<file path="src/hw/rtl/saturating_fixed_point_alu_top_defines.svh">
// assertion macros for the saturating fixed-point alu
// no dependencies; included by the top level only
`ifndef SATURATING_FIXED_POINT_ALU_TOP_DEFINES_SVH
`define SATURATING_FIXED_POINT_ALU_TOP_DEFINES_SVH

// checked property, ignored while reset is high
`define SFX_ASSERT(lbl, prop, msg) \
   lbl: assert property (@(posedge clock) disable iff (reset) prop) else $error(msg);

// checked property that also holds across reset
`define SFX_ASSERT_RST(lbl, prop, msg) \
   lbl: assert property (@(posedge clock) prop) else $error(msg);

`endif

</file>
<file path="src/hw/rtl/sfx_pkg.sv">
// shared types and constants for the saturating fixed-point alu
// no dependencies
`default_nettype none

package sfx_pkg;

   // command codes
   localparam logic [2:0] CMD_FDIV  = 3'd0;
   localparam logic [2:0] CMD_WDIV  = 3'd1;
   localparam logic [2:0] CMD_SQRT  = 3'd2;
   localparam logic [2:0] CMD_ROUND = 3'd3;
   localparam logic [2:0] CMD_MIN   = 3'd4;
   localparam logic [2:0] CMD_MAX   = 3'd5;

   localparam int FRACTION_BITS_DEF = 16;

   localparam int DATA_W    = 32;  // mantissa and result width
   localparam int QUO_BITS  = 33;  // quotient bits produced by the divider
   localparam int STEPS     = 2;   // divider and root bits per stage
   localparam int NUM_STG   = (QUO_BITS + STEPS - 1) / STEPS;

   localparam logic [DATA_W-1:0] INT_MAX = 32'h7fff_ffff;
   localparam logic [DATA_W-1:0] INT_MIN = 32'h8000_0000;

   typedef enum logic [1:0] {
      KIND_DIRECT,
      KIND_DIV,
      KIND_ROOT
   } kind_type;

   typedef struct packed {
      logic              valid;
      kind_type          kind;
      logic              neg;
      logic [DATA_W-1:0] direct;
   } ctrl_type;

endpackage

`default_nettype wire

</file>
<file path="src/hw/rtl/sfx_finish.sv">
// output stage: sign, clamp and result select into the output register
// depends on sfx_pkg
`default_nettype none

module sfx_finish #(
   parameter int FRACTION_BITS = sfx_pkg::FRACTION_BITS_DEF
) (
   input  wire logic                            clock,
   input  wire logic                            reset,
   input  wire logic                            enable,
   input  wire sfx_pkg::ctrl_type               ctrl_i,
   input  wire logic [sfx_pkg::QUO_BITS-1:0]    dquo_i,
   input  wire logic [(32+FRACTION_BITS)/2-1:0] rroot_i,
   output logic                                 out_valid,
   output logic [sfx_pkg::DATA_W-1:0]           out_data
);
   logic [31:0] res_in;
   logic        valid_ff;
   logic [31:0] res_ff;

   always_comb begin
      case (ctrl_i.kind)
         sfx_pkg::KIND_DIV: begin
            if (!ctrl_i.neg) begin
               res_in = (dquo_i > sfx_pkg::QUO_BITS'(sfx_pkg::INT_MAX)) ?
                        sfx_pkg::INT_MAX : dquo_i[31:0];
            end else begin
               res_in = (dquo_i > sfx_pkg::QUO_BITS'(sfx_pkg::INT_MIN)) ?
                        sfx_pkg::INT_MIN : (~dquo_i[31:0] + 32'd1);
            end
         end
         sfx_pkg::KIND_ROOT: begin
            res_in = 32'(rroot_i);
         end
         default: begin
            res_in = ctrl_i.direct;
         end
      endcase
   end

   always_ff @(posedge clock) begin
      if (reset) begin
         valid_ff <= 1'b0;
      end else if (enable) begin
         valid_ff <= ctrl_i.valid;
      end
   end

   always_ff @(posedge clock) begin
      if (enable) begin
         res_ff <= res_in;
      end
   end

   assign out_valid = valid_ff;
   assign out_data  = res_ff;

endmodule

`default_nettype wire
</file>
<file path="config.mk">
export PLATFORM = sky130hd
export DESIGN_NAME = sfx_finish
export DESIGN_NICKNAME = d
export VERILOG_FILES = /design/src/hw/rtl/saturating_fixed_point_alu_top_defines.svh /design/src/hw/rtl/sfx_pkg.sv /design/src/hw/rtl/sfx_finish.sv
export SDC_FILE = /design/constraint.sdc
export NUM_CORES = 1
export LEC_CHECK = 0
export BUFFER_PORTS_ARGS = -buffer_cell sky130_fd_sc_hd__buf_2
export CAP_MARGIN = 10
export CORE_AREA = 3 3 82 84
export CTS_CLUSTER_SIZE = 20
export DETAILED_ROUTE_END_ITERATION = 6
export DIE_AREA = 0 0 85 87
export PLACE_DENSITY = 0.81
export SKIP_CTS_REPAIR_TIMING = 1
export SKIP_LAST_GASP = 1
export SLEW_MARGIN = 10
export SYNTH_ARGS = -nofsm -noshare
export SYNTH_HDL_FRONTEND = slang
export SYNTH_SLANG_ARGS = --single-unit
</file>
<file path="constraint.sdc">
create_clock -name clock -period 3.7 [get_ports clock]
set_clock_uncertainty 0.2 [all_clocks]
set_input_delay 0.74 -clock clock [delete_from_list [all_inputs] [get_ports clock]]
set_output_delay 0.74 -clock clock [all_outputs]
set_load 0.05 [all_outputs]
</file>
==> impl_metrics.env <==
export IMPL_status="finished, final reports clean"
export IMPL_min_path_type="register to register"
export IMPL_clkLatencyLatePin_ps=280
export IMPL_wl_met1_um=4251
export IMPL_cap_violations=0
export IMPL_slew_headroom_pct=46.31
export IMPL_power_density_nw_per_um2=346.3
export IMPL_wl_met2_um=4866
export IMPL_multi_input_area_um2=1729
export IMPL_clock_path_buffers=2
export IMPL_wire_per_inst_um=19.18
export IMPL_fin_nets=550
export IMPL_arrival_ps=2910
export IMPL_die_w_um=85
export IMPL_totalWireLength_um=10090
export IMPL_rsz0062_at_grt="no"
export IMPL_critPathKind="input port to register"
export IMPL_drive_gt1_share_pct=35.48
export IMPL_seq_power_share_pct=37.1
export IMPL_dr_first_iter_drc_count=265
export IMPL_cts_sinks=33
export IMPL_syn_avg_cell_area_um2=8.667
export IMPL_grt_usage_pct=26.65
export IMPL_grt_overflow_total=0
export IMPL_drc=0
export IMPL_core_um2=5991
export IMPL_fillers=557
export IMPL_num_io_pins=129
export IMPL_dieArea_um2=7395
export IMPL_p_switching_uw=461.5
export IMPL_final_max_slew_violation_count=0
export IMPL_cts_root_buf="clkbuf_8"
export IMPL_place_gp_congestion=0.9392
export IMPL_viasPerCell=6.289
export IMPL_die_h_um=87
export IMPL_hold_violations=0
export IMPL_cts_buffers=5
export IMPL_internal_power_uw=808.2
export IMPL_critPathMaxFanout=8
export IMPL_final_setup_viol_count=0
export IMPL_area_delta_synth_final_pct=28.57
export IMPL_clk_pin_slew_ps=80
export IMPL_layout_cells_non_filler=526
export IMPL_vias=3308
export IMPL_postSynthCellCount=329
export IMPL_yosysTopAreaCell="edfxtp_1"
export IMPL_sw_frac_of_total_pct=36.35
export IMPL_num_antenna_cells=0
export IMPL_h_tree_depth=2
export IMPL_critPathLaunchType="input port"
export IMPL_dpl_hpwl_um=7573
export IMPL_yosys_cell_types_count=52
export IMPL_place_inst=518
export IMPL_p_leak_uw=0.001515
export IMPL_rows=28
export IMPL_ant_nets=0
export IMPL_grt_pass1_wl_um=15680
export IMPL_io_buffers=128
export IMPL_async_flop_share_pct=0
export IMPL_start_util_pct=47.60
export IMPL_drtPass1Iterations=5
export IMPL_min_period_ps=3066
export IMPL_post_synth_top_area_fraction_pct=33.70
export IMPL_syn_area_um2=2851
export IMPL_synth_edff_count=32
export IMPL_p_comb_share_pct=34.1
export IMPL_grt_max_degree=50
export IMPL_synth_seq_cells=33
export IMPL_highest_layer="met4"
export IMPL_synth_warnings=0
export IMPL_yosysSeqAreaShare_pct=34.40
export IMPL_tritoncts="built"
export IMPL_ir_worst_vdd_mv=0.1967
export IMPL_synthTopCellsByArea="edfxtp_1 34%, a21oi_1 6.0%, o31ai_1 5.5%"
export IMPL_first_global_vias=3064
export IMPL_post_route_period_util_pct=82.87
export IMPL_fin_tns_setup_ps=0
export IMPL_cp_end_kind="register"
export IMPL_register_area_um2=980.9
export IMPL_synth_nets=429
export IMPL_antenna_found_initial=0
export IMPL_p_clk_share_pct=28.8
export IMPL_worst_pin_slew_ps=805.3
export IMPL_route_met3_wl_um=857
export IMPL_synth_ff_type="edfxtp_1"
export IMPL_worstPathRequired_ps=3540
export IMPL_max_freq_mhz=326.1
[sequential cells by signal (all words and copies together), names as in the netlist]
signal	count
out_data	32
out_valid	1
[metal layers]
metal,global-route usage [%],up-vias
met2,45.62,189
li1,-,1539
met5,0,-
met3,3.690,14
met4,5.468,0
met1,36.02,1566
[worst max-delay path, stage by stage]
cell and delay (ps):
buf_2 130, inv_1 60, ha_1 230, or4b_1 650, nor4_2 420, nand3_1 120, mux2_1 310, o31a_1 250
[kinds of logic after synthesis]
kind of cell	share of synthesized area, %
buf+inv	4.958
simple gates	29.40
flops	34.40
xor+xnor	1.536
fa+ha+maj	1.755
compound gates	25.10
mux	2.852
[layout make-up]
type                    count  share of cell area (%)
clock inverters             1                  0.8191
inverters                   8                  0.8191
clock buffers               7                   2.355
flip-flops and latches     33                   26.76
repair buffers            138                   19.52
multi-input cells         264                   47.17
well taps                  75                   2.560
[cells in the final DEF, fill, tap and decap left out, types with 10 or more instances in the layout]
cell type	count
edfxtp_1	32
buf_4	10
a22oi_1	19
nor2_1	27
nand3_1	11
nand2_1	31
o31ai_1	21
buf_2	128
a21oi_1	34
nand4_1	18
[power groups by stage]
stage | sequential [µW] | combinational, µW | clock [µW]
after global placement | 478 | 423 | 0
after detailed placement | 479 | 429 | 0
after floorplan | 625 | 132 | 0
after global routing | 474 | 461 | 387
after CTS | 471 | 430 | 367
final | 471 | 433 | 366
[per-stage QoR]
stage                     util (%)  setup WS [ps]  power, µW  hold WS, ps  instance area [µm²]
final                        61.19          633.9       1270        300.0                 3666
after CTS                    61.19          653.4       1268        307.4                 3666
after global placement       59.25          433.7      901.0        266.3                 3550
after floorplan                  -          694.6      757.7        532.6                 2851
after detailed placement     59.25          352.0      908.0        289.7                 3550
after global routing         61.19          466.9       1322        370.5                 3666
[cells in the mapped netlist (3+ instances only)]
library cell	instances
nand2b_1	6
a21oi_1	34
or4_4	3
mux2i_1	7
or4_1	6
a221o_1	3
and2_1	3
a31oi_1	3
and3_1	3
nor3_1	6
nor4_2	5
inv_1	7
o21ai_0	8
clkbuf_1	15
or3_1	5
ha_1	4
nor4_1	6
xor2_1	4
a22oi_1	19
nand4_1	18
nand3_1	11
o31ai_1	21
nor2_1	27
a2bb2oi_1	3
nor2b_1	3
buf_2	5
nand2_1	31
edfxtp_1	32
[final timing paths]
path              from            to  slack (ps)  cells past startpoint
min reg2reg  out_valid     out_valid         300                      2
max reg2reg  out_valid     out_valid        2920                      2
min          out_valid     out_valid         300                      2
max          dquo_i[0]  out_data[31]         630                      8
Note: power is estimated with default switching activity, not from simulation.
