File: src/hw/rtl/saturating_fixed_point_alu_top_defines.svh
// assertion macros for the saturating fixed-point alu
// no dependencies; included by the top level only
`ifndef SATURATING_FIXED_POINT_ALU_TOP_DEFINES_SVH
`define SATURATING_FIXED_POINT_ALU_TOP_DEFINES_SVH

// checked property, ignored while reset is high
`define SFX_ASSERT(lbl, prop, msg) \
   lbl: assert property (@(posedge clock) disable iff (reset) prop) else $error(msg);

// checked property that also holds across reset
`define SFX_ASSERT_RST(lbl, prop, msg) \
   lbl: assert property (@(posedge clock) prop) else $error(msg);

`endif

File: src/hw/rtl/sfx_pkg.sv
// shared types and constants for the saturating fixed-point alu
// no dependencies
`default_nettype none

package sfx_pkg;

   // command codes
   localparam logic [2:0] CMD_FDIV  = 3'd0;
   localparam logic [2:0] CMD_WDIV  = 3'd1;
   localparam logic [2:0] CMD_SQRT  = 3'd2;
   localparam logic [2:0] CMD_ROUND = 3'd3;
   localparam logic [2:0] CMD_MIN   = 3'd4;
   localparam logic [2:0] CMD_MAX   = 3'd5;

   localparam int FRACTION_BITS_DEF = 16;

   localparam int DATA_W    = 32;  // mantissa and result width
   localparam int QUO_BITS  = 33;  // quotient bits produced by the divider
   localparam int STEPS     = 2;   // divider and root bits per stage
   localparam int NUM_STG   = (QUO_BITS + STEPS - 1) / STEPS;

   localparam logic [DATA_W-1:0] INT_MAX = 32'h7fff_ffff;
   localparam logic [DATA_W-1:0] INT_MIN = 32'h8000_0000;

   typedef enum logic [1:0] {
      KIND_DIRECT,
      KIND_DIV,
      KIND_ROOT
   } kind_type;

   typedef struct packed {
      logic              valid;
      kind_type          kind;
      logic              neg;
      logic [DATA_W-1:0] direct;
   } ctrl_type;

endpackage

`default_nettype wire

File: src/hw/rtl/sfx_step.sv
// one pipeline stage of the restoring divider and the bit-pair square root
// depends on sfx_pkg
`default_nettype none

module sfx_step #(
   parameter int FRACTION_BITS = sfx_pkg::FRACTION_BITS_DEF,
   parameter int FIRST         = 0
) (
   input  wire logic                                clock,
   input  wire logic                                reset,
   input  wire logic                                enable,
   input  wire sfx_pkg::ctrl_type                   ctrl_i,
   input  wire logic [sfx_pkg::QUO_BITS-1:0]        drem_i,
   input  wire logic [sfx_pkg::QUO_BITS-1:0]        dlow_i,
   input  wire logic [sfx_pkg::DATA_W-1:0]          dden_i,
   input  wire logic [sfx_pkg::QUO_BITS-1:0]        dquo_i,
   input  wire logic [(32+FRACTION_BITS)/2+2:0]     rrem_i,
   input  wire logic [2*((32+FRACTION_BITS)/2)-1:0] rlow_i,
   input  wire logic [(32+FRACTION_BITS)/2-1:0]     rroot_i,
   output sfx_pkg::ctrl_type                        ctrl_o,
   output logic [sfx_pkg::QUO_BITS-1:0]             drem_o,
   output logic [sfx_pkg::QUO_BITS-1:0]             dlow_o,
   output logic [sfx_pkg::DATA_W-1:0]               dden_o,
   output logic [sfx_pkg::QUO_BITS-1:0]             dquo_o,
   output logic [(32+FRACTION_BITS)/2+2:0]          rrem_o,
   output logic [2*((32+FRACTION_BITS)/2)-1:0]      rlow_o,
   output logic [(32+FRACTION_BITS)/2-1:0]          rroot_o
);
   localparam int QB = sfx_pkg::QUO_BITS;
   localparam int RB = (32 + FRACTION_BITS) / 2;
   localparam int RW = RB + 3;
   localparam int XW = 2 * RB;

   logic [QB-1:0] drem_in, dlow_in, dquo_in, drem2;
   logic [RW-1:0] rrem_in, rrem2, trial;
   logic [XW-1:0] rlow_in;
   logic [RB-1:0] rroot_in;

   sfx_pkg::ctrl_type ctrl_ff;
   logic [QB-1:0]     drem_ff, dlow_ff, dquo_ff;
   logic [31:0]       dden_ff;
   logic [RW-1:0]     rrem_ff;
   logic [XW-1:0]     rlow_ff;
   logic [RB-1:0]     rroot_ff;

   always_comb begin
      drem_in  = drem_i;
      dlow_in  = dlow_i;
      dquo_in  = dquo_i;
      rrem_in  = rrem_i;
      rlow_in  = rlow_i;
      rroot_in = rroot_i;
      drem2    = '0;
      rrem2    = '0;
      trial    = '0;
      for (int k = 0; k < sfx_pkg::STEPS; k++) begin
         if (FIRST + k < QB) begin
            drem2   = {drem_in[QB-2:0], dlow_in[QB-1]};
            dlow_in = dlow_in << 1;
            if (drem2 >= {1'b0, dden_i}) begin
               drem_in = drem2 - {1'b0, dden_i};
               dquo_in = {dquo_in[QB-2:0], 1'b1};
            end else begin
               drem_in = drem2;
               dquo_in = {dquo_in[QB-2:0], 1'b0};
            end
         end
         if (FIRST + k < RB) begin
            rrem2   = {rrem_in[RW-3:0], rlow_in[XW-1:XW-2]};
            rlow_in = rlow_in << 2;
            trial   = RW'({rroot_in, 2'b01});
            if (rrem2 >= trial) begin
               rrem_in  = rrem2 - trial;
               rroot_in = {rroot_in[RB-2:0], 1'b1};
            end else begin
               rrem_in  = rrem2;
               rroot_in = {rroot_in[RB-2:0], 1'b0};
            end
         end
      end
   end

   always_ff @(posedge clock) begin
      if (reset) begin
         ctrl_ff.valid <= 1'b0;
      end else if (enable) begin
         ctrl_ff.valid <= ctrl_i.valid;
      end
      if (enable) begin
         ctrl_ff.kind   <= ctrl_i.kind;
         ctrl_ff.neg    <= ctrl_i.neg;
         ctrl_ff.direct <= ctrl_i.direct;
         drem_ff        <= drem_in;
         dlow_ff        <= dlow_in;
         dden_ff        <= dden_i;
         dquo_ff        <= dquo_in;
         rrem_ff        <= rrem_in;
         rlow_ff        <= rlow_in;
         rroot_ff       <= rroot_in;
      end
   end

   assign ctrl_o  = ctrl_ff;
   assign drem_o  = drem_ff;
   assign dlow_o  = dlow_ff;
   assign dden_o  = dden_ff;
   assign dquo_o  = dquo_ff;
   assign rrem_o  = rrem_ff;
   assign rlow_o  = rlow_ff;
   assign rroot_o = rroot_ff;

endmodule

`default_nettype wire

File: config.mk
export PLATFORM = sky130hd
export DESIGN_NAME = sfx_step
export DESIGN_NICKNAME = d
export VERILOG_FILES = /design/src/hw/rtl/saturating_fixed_point_alu_top_defines.svh /design/src/hw/rtl/sfx_pkg.sv /design/src/hw/rtl/sfx_step.sv
export SDC_FILE = /design/constraint.sdc
export NUM_CORES = 1
export LEC_CHECK = 0
export BUFFER_PORTS_ARGS = -buffer_cell sky130_fd_sc_hd__buf_2
export CORE_AREA = 2 2 209 211
export DETAILED_ROUTE_END_ITERATION = 7
export DIE_AREA = 0 0 211 213
export SLEW_MARGIN = 20
export SYNTH_ARGS = -nofsm -noshare
export SYNTH_HDL_FRONTEND = slang
export SYNTH_SLANG_ARGS = --single-unit
File: constraint.sdc
create_clock -name clock -period 17.35 [get_ports clock]
set_input_delay 1.735 -clock clock [delete_from_list [all_inputs] [get_ports clock]]
set_output_delay 1.735 -clock clock [all_outputs]
set_load 0.005 [all_outputs]
==> results of run 1 <==
==> stage by stage <==
stage | instances | util (%)
after CTS | 2454 | 46.27
final | 2456 | 46.28
after floorplan | 1357 | -
after global routing | 2454 | 46.27
after detailed placement | 2397 | 43.55
after global placement | 2397 | 43.55
==> flip-flops by register name, summed over array words and instances (netlist names) <==
name     count
ctrl_o      36
dden_o      32
dlow_o      31
dquo_o      33
drem_o      33
rlow_o      44
rrem_o      27
rroot_o     24
==> cell usage after synthesis, drive strengths merged (5+ instances only) <==
cell       n
and3       9
a21o      61
nor3      19
o21a      19
mux2      53
and2       7
buf       15
or3        9
edfxtp   259
ha       116
nor4       9
xor2      29
nand4     18
o21ai     81
nor2      59
and4       7
a211oi    12
nor2b     10
a21oi    127
o31ai     10
inv       93
o21bai    16
o2111ai    5
nand3     22
o211ai     9
xnor2     68
nand2b    11
clkbuf    19
a31oi     14
nand2    115
==> area by class of cell <==
cell class / count / area share (%)
Clock inverter: 26 / 1.938
Sequential cell: 260 / 39.46
Clock buffer: 31 / 3.926
Tap cell: 546 / 3.457
Timing Repair Buffer: 528 / 13.49
Inverter: 93 / 1.767
Multi-Input combinational cell: 970 / 35.94
Antenna cell: 2 / 0.02533
==> worst min path at each step <==
stage | from | endpoint | slack, ns | cells past startpoint
after CTS | ctrl_o[35]$_SDFFE_PP0P_ | ctrl_o[35]$_SDFFE_PP0P_ | 0.51 | 2
after detailed placement | ctrl_o[35]$_SDFFE_PP0P_ | ctrl_o[35]$_SDFFE_PP0P_ | 0.49 | 2
after global routing | ctrl_o[35]$_SDFFE_PP0P_ | ctrl_o[35]$_SDFFE_PP0P_ | 0.56 | 2
after global placement | ctrl_o[35]$_SDFFE_PP0P_ | ctrl_o[35]$_SDFFE_PP0P_ | 0.48 | 2
final | ctrl_o[35]$_SDFFE_PP0P_ | ctrl_o[35]$_SDFFE_PP0P_ | 0.51 | 2
after floorplan | ctrl_o[35]$_SDFFE_PP0P_ | ctrl_o[35]$_SDFFE_PP0P_ | 0.48 | 2
==> worst reg2reg max path: stages (launching register included) <==
cell	delay [ns]
dfxtp_1	0.31
mux2i_1	0.12
nor2_1	0.06
==> power breakdown <==
| part | switching [W] | internal [W] |
|---|---|---|
| logic | 0.000414 | 0.000344 |
| clock network | 0.000271 | 0.000461 |
| registers | 0.0000256 | 0.000809 |
==> metal layers <==
layer / global-route usage, % / share of wire (%) / vias to the layer above
met5: 0 / 0.099 / -
met4: 5.002 / 2.1 / 8
met3: 3.662 / 6.6 / 68
met2: 32.70 / 48 / 426
met1: 25.99 / 43 / 6049
li1: - / - / 6133
==> logic make-up after synthesis <==
logic type                 after synthesis  share of synthesized area [%]
AOI/OAI and AO/OA                      385                          16.11
and+or+nand+nor                        308                          10.04
DFF                                    260                          50.69
buffers and inverters                  127                          3.433
adders and majority gates              118                          9.696
xor gates and xnor gates                97                          5.523
muxes                                   56                          4.490
other                                    1                        0.02438
==> metrics.md, run 1 <==
| Metric | Value |
|---|---|
| Status | completed |
| Startpoint type of the worst setup path | input port |
| Latest clock arrival within the worst-skew pair | ~0.57 ns |
| Area delta synth->final | 28.45% |
| Max-slew headroom | 36.75% |
| Tot Pwr | 0.002324 W |
| Io pins | between 500 and 600 |
| Total vias in the final route | 12.68k |
| Vias per cell | 5.164 |
| Critical path class | input port to register |
| Multi-input gate area | between 0.007 and 0.008 mm2 |
| Sink Count | 260 |
| WP buf/inv | 4 |
| DP Area | roughly 0.019 mm2 |
| Clock buffer depth | 3 |
| Register area | 0.007797 mm2 |
| Pre-CTS setup slack | approximately 8.4 ns |
| Share of the yosys chip area belonging to registers | 50.69% |
| Synthesized flop and latch total | 260 |
| Top-area cell type share of the netlist area | 50.56% |
| Fin nets | 2271 |
| CTS Buf Count | 31 |
| Slew Viols, Final | 0 |
| Max rail drop VDD | 0.00008818 V |
| Max frequency | 118.1 MHz |
| Synth top area cells | edfxtp_1 (51%), ha_1 (9.4%), a21oi_1 (4.1%), xnor2_1 (3.9%), a21o_1 (3.0%) |
| Core Box Area | 0.04270 mm2 |
| Crit path capture type | register |
| Cells after Synth | 1352 |
| Cells along the critical path | buf_2 -> inv_1 -> ha_1 -> a21oi_1 -> o21ai_0 -> o41ai_1 -> and4b_1 -> o31ai_1 -> a21oi_4 -> buf_4 -> mux2_2 -> ha_1 -> and4_1 -> or3b_2 -> a31o_2 -> a31oi_1 -> o211ai_1 -> a21oi_1 -> o21ai_0 -> o2111ai_4 -> buf_4 -> mux2_2 |
| Endpoints failing setup | 0 |
| Setup crit start | dden_i[10] |
| Drc violations | 0 |
| Worst Skew | 0 ns |
| First-pass GRT wire length | 68380 um |
| Period Utilization, post-route | 48.79% |
| Most common cell after layout, fill and taps aside | buf_2 |
| GP Congestion | 0.9256 |
| First DRT Iteration DRCs | 822 |
| Pleak | 8.830 nW |
| Die H | 213 um |
| Syn Area/Cell | ~11 um2 |
| Yosys Warn Count | 0 |
| Row count | 76 |
| Largest net degree at the start of global routing | 89 |
| Tmin final | 8.466 ns |
| Hold Crit Class | register to register |
| Total GRT Usage | 19.51% |
| Fin area | around 0.02 mm2 |
| Maxcap violations | 0 |
| Worst hold-check slack | 0.5118 ns |
| WP data arrival | 8.79 ns |
| Cell taking the most area after synthesis | edfxtp_1 |
| Max incr delay on CP | 0.65 ns |
| Synth unique cells | 85 |
| Postcts setup bufs | 0 |
| CP max FO | 47 |
| Root Driver | clkbuf_16 |
| H-tree depth | 1 |
| Post-route ant nets | 0 |
| PortBufs | 523 |
| DIE WIDTH | 211 um |
| WL per Instance | approximately 19 um |
| Initial Utilization | 36.03% |
| Crit path required time | ~18 ns |
| EDFF count, synth | between 200 and 300 |
| Slew @ Worst Pin | 0.9388 ns |
| Final worst slack | 8.884 ns |
| Reg clk slew, reported paths | ~0.06 ns |
| TritonRoute pass-1 iters | 5 |
| Die ar. | 0.04494 mm2 |
| Fillers | between 3k and 4k |
| Ys async rst share | 0% |
| Fin. Hold Viols | 0 |
| Post_cts resized | 0 |
| PD cells | 117.6 mW/mm2 |
| Worst path slowest cell | o41ai_1 |
| Unrepaired setup endpoints after global routing | no |
| R2R Path Start | ctrl_o[35]$_SDFFE_PP0P_ |
| Fraction of layout cells with a size suffix above 1 | 34.85% |
| Most used DFF post-synth | edfxtp_1 |
| Delay-heaviest family, CP | compound AO/OA/AOI/OAI gates |
| Initial antenna violation count | 8 |
| Post-DP HPWL | 37100 um |
| Setup crit end | drem_o[20]$_DFFE_PP_ |
| TNS Setup | 0 ns |
| Synth Cell Area | 0.01538 mm2 |
| Detailed-route wire length | approximately 47000 um |
| WP depth | 22 |
| CTS tree | done |
| Hold buffer count at cts | 0 |
| Worst reg2reg path depth | 2 |
| Most frequent cells in the layout | buf_2 (522), edfxtp_1 (259), a21oi_1 (126), ha_1 (116), nand2_1 (114) |
| Worst reg-to-reg setup slack | 16.76 ns |
| Total grt overflow | 0 |
| Number of global-route vias before repair | 12.20k |
| Reg2reg end | ctrl_o[35]$_SDFFE_PP0P_ |
Note: power is estimated with default switching activity, not from simulation.
==> run 2, diff against run 1 <==
--- a/config.mk
+++ b/config.mk
@@ -5,10 +5,11 @@
 export SDC_FILE = /design/constraint.sdc
 export NUM_CORES = 1
 export LEC_CHECK = 0
+export ABC_AREA = 1
 export BUFFER_PORTS_ARGS = -buffer_cell sky130_fd_sc_hd__buf_2
-export CORE_AREA = 2 2 209 211
+export CORE_AREA = 2 2 208 210
 export DETAILED_ROUTE_END_ITERATION = 7
-export DIE_AREA = 0 0 211 213
+export DIE_AREA = 0 0 210 212
 export SLEW_MARGIN = 20
 export SYNTH_ARGS = -nofsm -noshare
 export SYNTH_HDL_FRONTEND = slang
==> constraint.sdc (replaced) <==
create_clock -name clock -period 7.8 [get_ports clock]
set_input_delay 0.78 -clock clock [delete_from_list [all_inputs] [get_ports clock]]
set_output_delay 0.78 -clock clock [all_outputs]
set_load 0.005 [all_outputs]
==> run 2 against run 1 <==
Die area is 0.94% lower. Combinational power is 130% higher. Non-clock buffer count stayed put. Routed wire length is 20% higher. First-iteration DRC count is 5.8% higher. Critical path type unchanged. Clock power is 98% higher. Largest cell class unchanged. Sequential share of layout area is 1.2 points lower. Via count is 17% higher. Sequential cell count stayed put. Hold slack worse by 0.15 ns. Critical path depth is 3 higher. Final area is 3.2% higher.
==> metrics.md, run 2 <==
| Metric | Value |
|---|---|
| TritonRoute pass-1 iters | 7 |
| List of most frequent post-synthesis cells | nand2_1 (450), edfxtp_1 (259), inv_1 (204) |
| Worst Skew | 0 ns |
| Yosys Warn Count | 0 |
| Fin. Hold Viols | 0 |
| Reg2reg end | ctrl_o[35]$_SDFFE_PP0P_ |
| Max frequency | 169.7 MHz |
| Total vias in the final route | 14.84k |
| Hold Crit Class | input port to register |
| Slew @ Worst Pin | 1.042 ns |
| H-tree depth | 1 |
| Worst reg2reg path depth | 2 |
| Post_cts resized | 0 |
| Most frequent cells in the layout | buf_2 (522), nand2_1 (450), edfxtp_1 (259), inv_1 (204), nor2_1 (151) |
| Setup crit start | dden_i[14] |
| WP data arrival | roughly 6 ns |
| Vias per cell | between 5 and 6 |
| Max rail drop VDD | roughly 0.00018 V |
| Clock buffer depth | 3 |
| Reg clk slew, reported paths | around 0.060 ns |
| CTS tree | done |
| CTS Buf Count | 29 |
| EDFF count, synth | 259 |
| Sink Count | 260 |
| Synth top area cells | edfxtp_1 (48%), nand2_1 (10%), ha_1 (8.9%), inv_1 (4.7%), a21oi_1 (4.0%) |
| PortBufs | 523 |
| Area delta synth->final | 25.48% |
| Endpoints failing setup | 0 |
| Crit-path most repeated cell | nand2_1 |
| WL per Instance | a little under 20 um |
| TNS Setup | 0 ns |
| Startpoint type of the worst setup path | input port |
| Die H | 212 um |
| Synth unique cells | 50 |
| Largest net degree at the start of global routing | between 150 and 200 |
| Detailed-route wire length | 55950 um |
| Row count | between 70 and 80 |
| Max incr delay on CP | about 0.69 ns |
| Setup crit end | drem_o[19]$_DFFE_PP_ |
| Top-area cell type share of the netlist area | 47.87% |
| R2R Path Start | ctrl_o[35]$_SDFFE_PP0P_ |
| Crit path capture type | register |
| Fin area | between 0.02 and 0.025 mm2 |
| Drc violations | 0 |
| Critical path class | input port to register |
| Postcts setup bufs | 0 |
| Total GRT Usage | 24.31% |
| Max-slew headroom | a little under a third |
| DP Area | 0.01937 mm2 |
| Pleak | ~9.5 nW |
| First DRT Iteration DRCs | 870 |
| Initial Utilization | 38.22% |
| Top-count cell post-synth | nand2_1 |
| Synthesized flop and latch total | 260 |
| Fin nets | approximately 2.7k |
| Io pins | 535 |
| DIE WIDTH | 210 um |
| Maxcap violations | 0 |
| Ys async rst share | 0% |
| Total grt overflow | 0 |
| Most used DFF post-synth | edfxtp_1 |
| CP max FO | between 40 and 50 |
| Cell taking the most area after synthesis | edfxtp_1 |
| Cells after Synth | 1816 |
| GP Congestion | between 0.9 and 1 |
| Post-DP HPWL | between 40000 and 50000 um |
| Worst reg-to-reg setup slack | 7.17 ns |
| Latest clock arrival within the worst-skew pair | 0.57 ns |
| Number of global-route vias before repair | 14.02k |
| Share of the yosys chip area belonging to registers | 47.99% |
| Worst path slowest cell | inv_2 |
| Synth Cell Area | 0.01625 mm2 |
| Max reg flops | 44 |
| Root Driver | clkbuf_16 |
| Initial antenna violation count | 7 |
| Core Box Area | between 0.04 and 0.05 mm2 |
| PD cells | 245.5 mW/mm2 |
| Most common cell after layout, fill and taps aside | buf_2 |
| Hold buffer count at cts | 0 |
| Unrepaired setup endpoints after global routing | no |
| Syn Area/Cell | a little under 9 um2 |
| Period Utilization, post-route | about three quarters |
| Tmin final | 5.891 ns |
| Crit path required time | a little over 8 ns |
| Slew Viols, Final | 0 |
| First-pass GRT wire length | 82530 um |
| Status | completed |
| Die ar. | 0.04452 mm2 |
| Post-route ant nets | 0 |
| Fraction of layout cells with a size suffix above 1 | between 20% and 30% |
## run 2: changes by cell type in the layout (fill, tap and decap cells not counted), sizes merged, moves of 11 or more
cell    delta
a21o      -48
nand4     +28
o21a      -13
xnor2     -24
nand2b    -11
xor2      +13
nand2    +346
nand3     +47
mux2      -53
inv      +120
o21ai     +50
nor2      +95
## run 2: critical path: cells and delay by family
kind / cells / cell delay, ns
AND/OR/NAND/NOR: 12 / 1.89
AO/OA/AOI/OAI: 8 / 1.81
buffers and inverters: 3 / 0.97
adder cells (fa/ha/maj): 2 / 0.70
## run 2: metrics by stage
step	total power [W]	setup WS [ns]	util (%)	hold slack, ns	std cells
floorplan	0.002923	3.229	-	0.4850	1821
global placement	0.003568	1.423	45.58	0.4704	2859
detailed placement	0.003573	1.367	45.58	0.5035	2859
CTS	0.005046	1.972	47.96	0.3206	2913
global route	0.005303	1.394	47.96	0.3372	2913
finish	0.005005	1.909	47.96	0.3574	2914
## run 2: worst min path at each step
stage | from | cells past startpoint | end
CTS | reset | 2 | ctrl_o[35]$_SDFFE_PP0P_
global placement | ctrl_o[35]$_SDFFE_PP0P_ | 2 | ctrl_o[35]$_SDFFE_PP0P_
finish | reset | 2 | ctrl_o[35]$_SDFFE_PP0P_
floorplan | ctrl_o[35]$_SDFFE_PP0P_ | 2 | ctrl_o[35]$_SDFFE_PP0P_
detailed placement | ctrl_o[35]$_SDFFE_PP0P_ | 2 | ctrl_o[35]$_SDFFE_PP0P_
global route | reset | 2 | ctrl_o[35]$_SDFFE_PP0P_
## run 2: metal layers
layer  up-vias  GRT usage, %  wire length, um
li1       7302             -                -
met1      6922         30.44            23120
met2       529         43.25            27520
met3        83         4.077             3808
met4         6         6.945             1458
met5         -             0               40
## run 2: area by class of cell
cell class	count	area (um2)
Fill cell	4140	22120
Sequential cell	260	7797
Multi-Input combinational cell	1316	7431
Timing Repair Buffer	528	2678
Inverter	209	784.5
Clock buffer	34	744.5
Tap cell	546	683.2
Clock inverter	20	266.5
Antenna cell	1	2.502
## run 2: kinds of logic after synthesis
group	synth area share (%)
buffers and inverters	6.384
muxes	0.06161
AOI/OAI and AO/OA	11.47
and+or+nand+nor	20.25
other	0.02308
xor gates and xnor gates	4.636
adders and majority gates	9.180
DFF	47.99
## run 2: where the power goes
part           internal, W  switching, W
logic             0.000623       0.00109
registers          0.00179     0.0000510
clock network     0.000861      0.000589
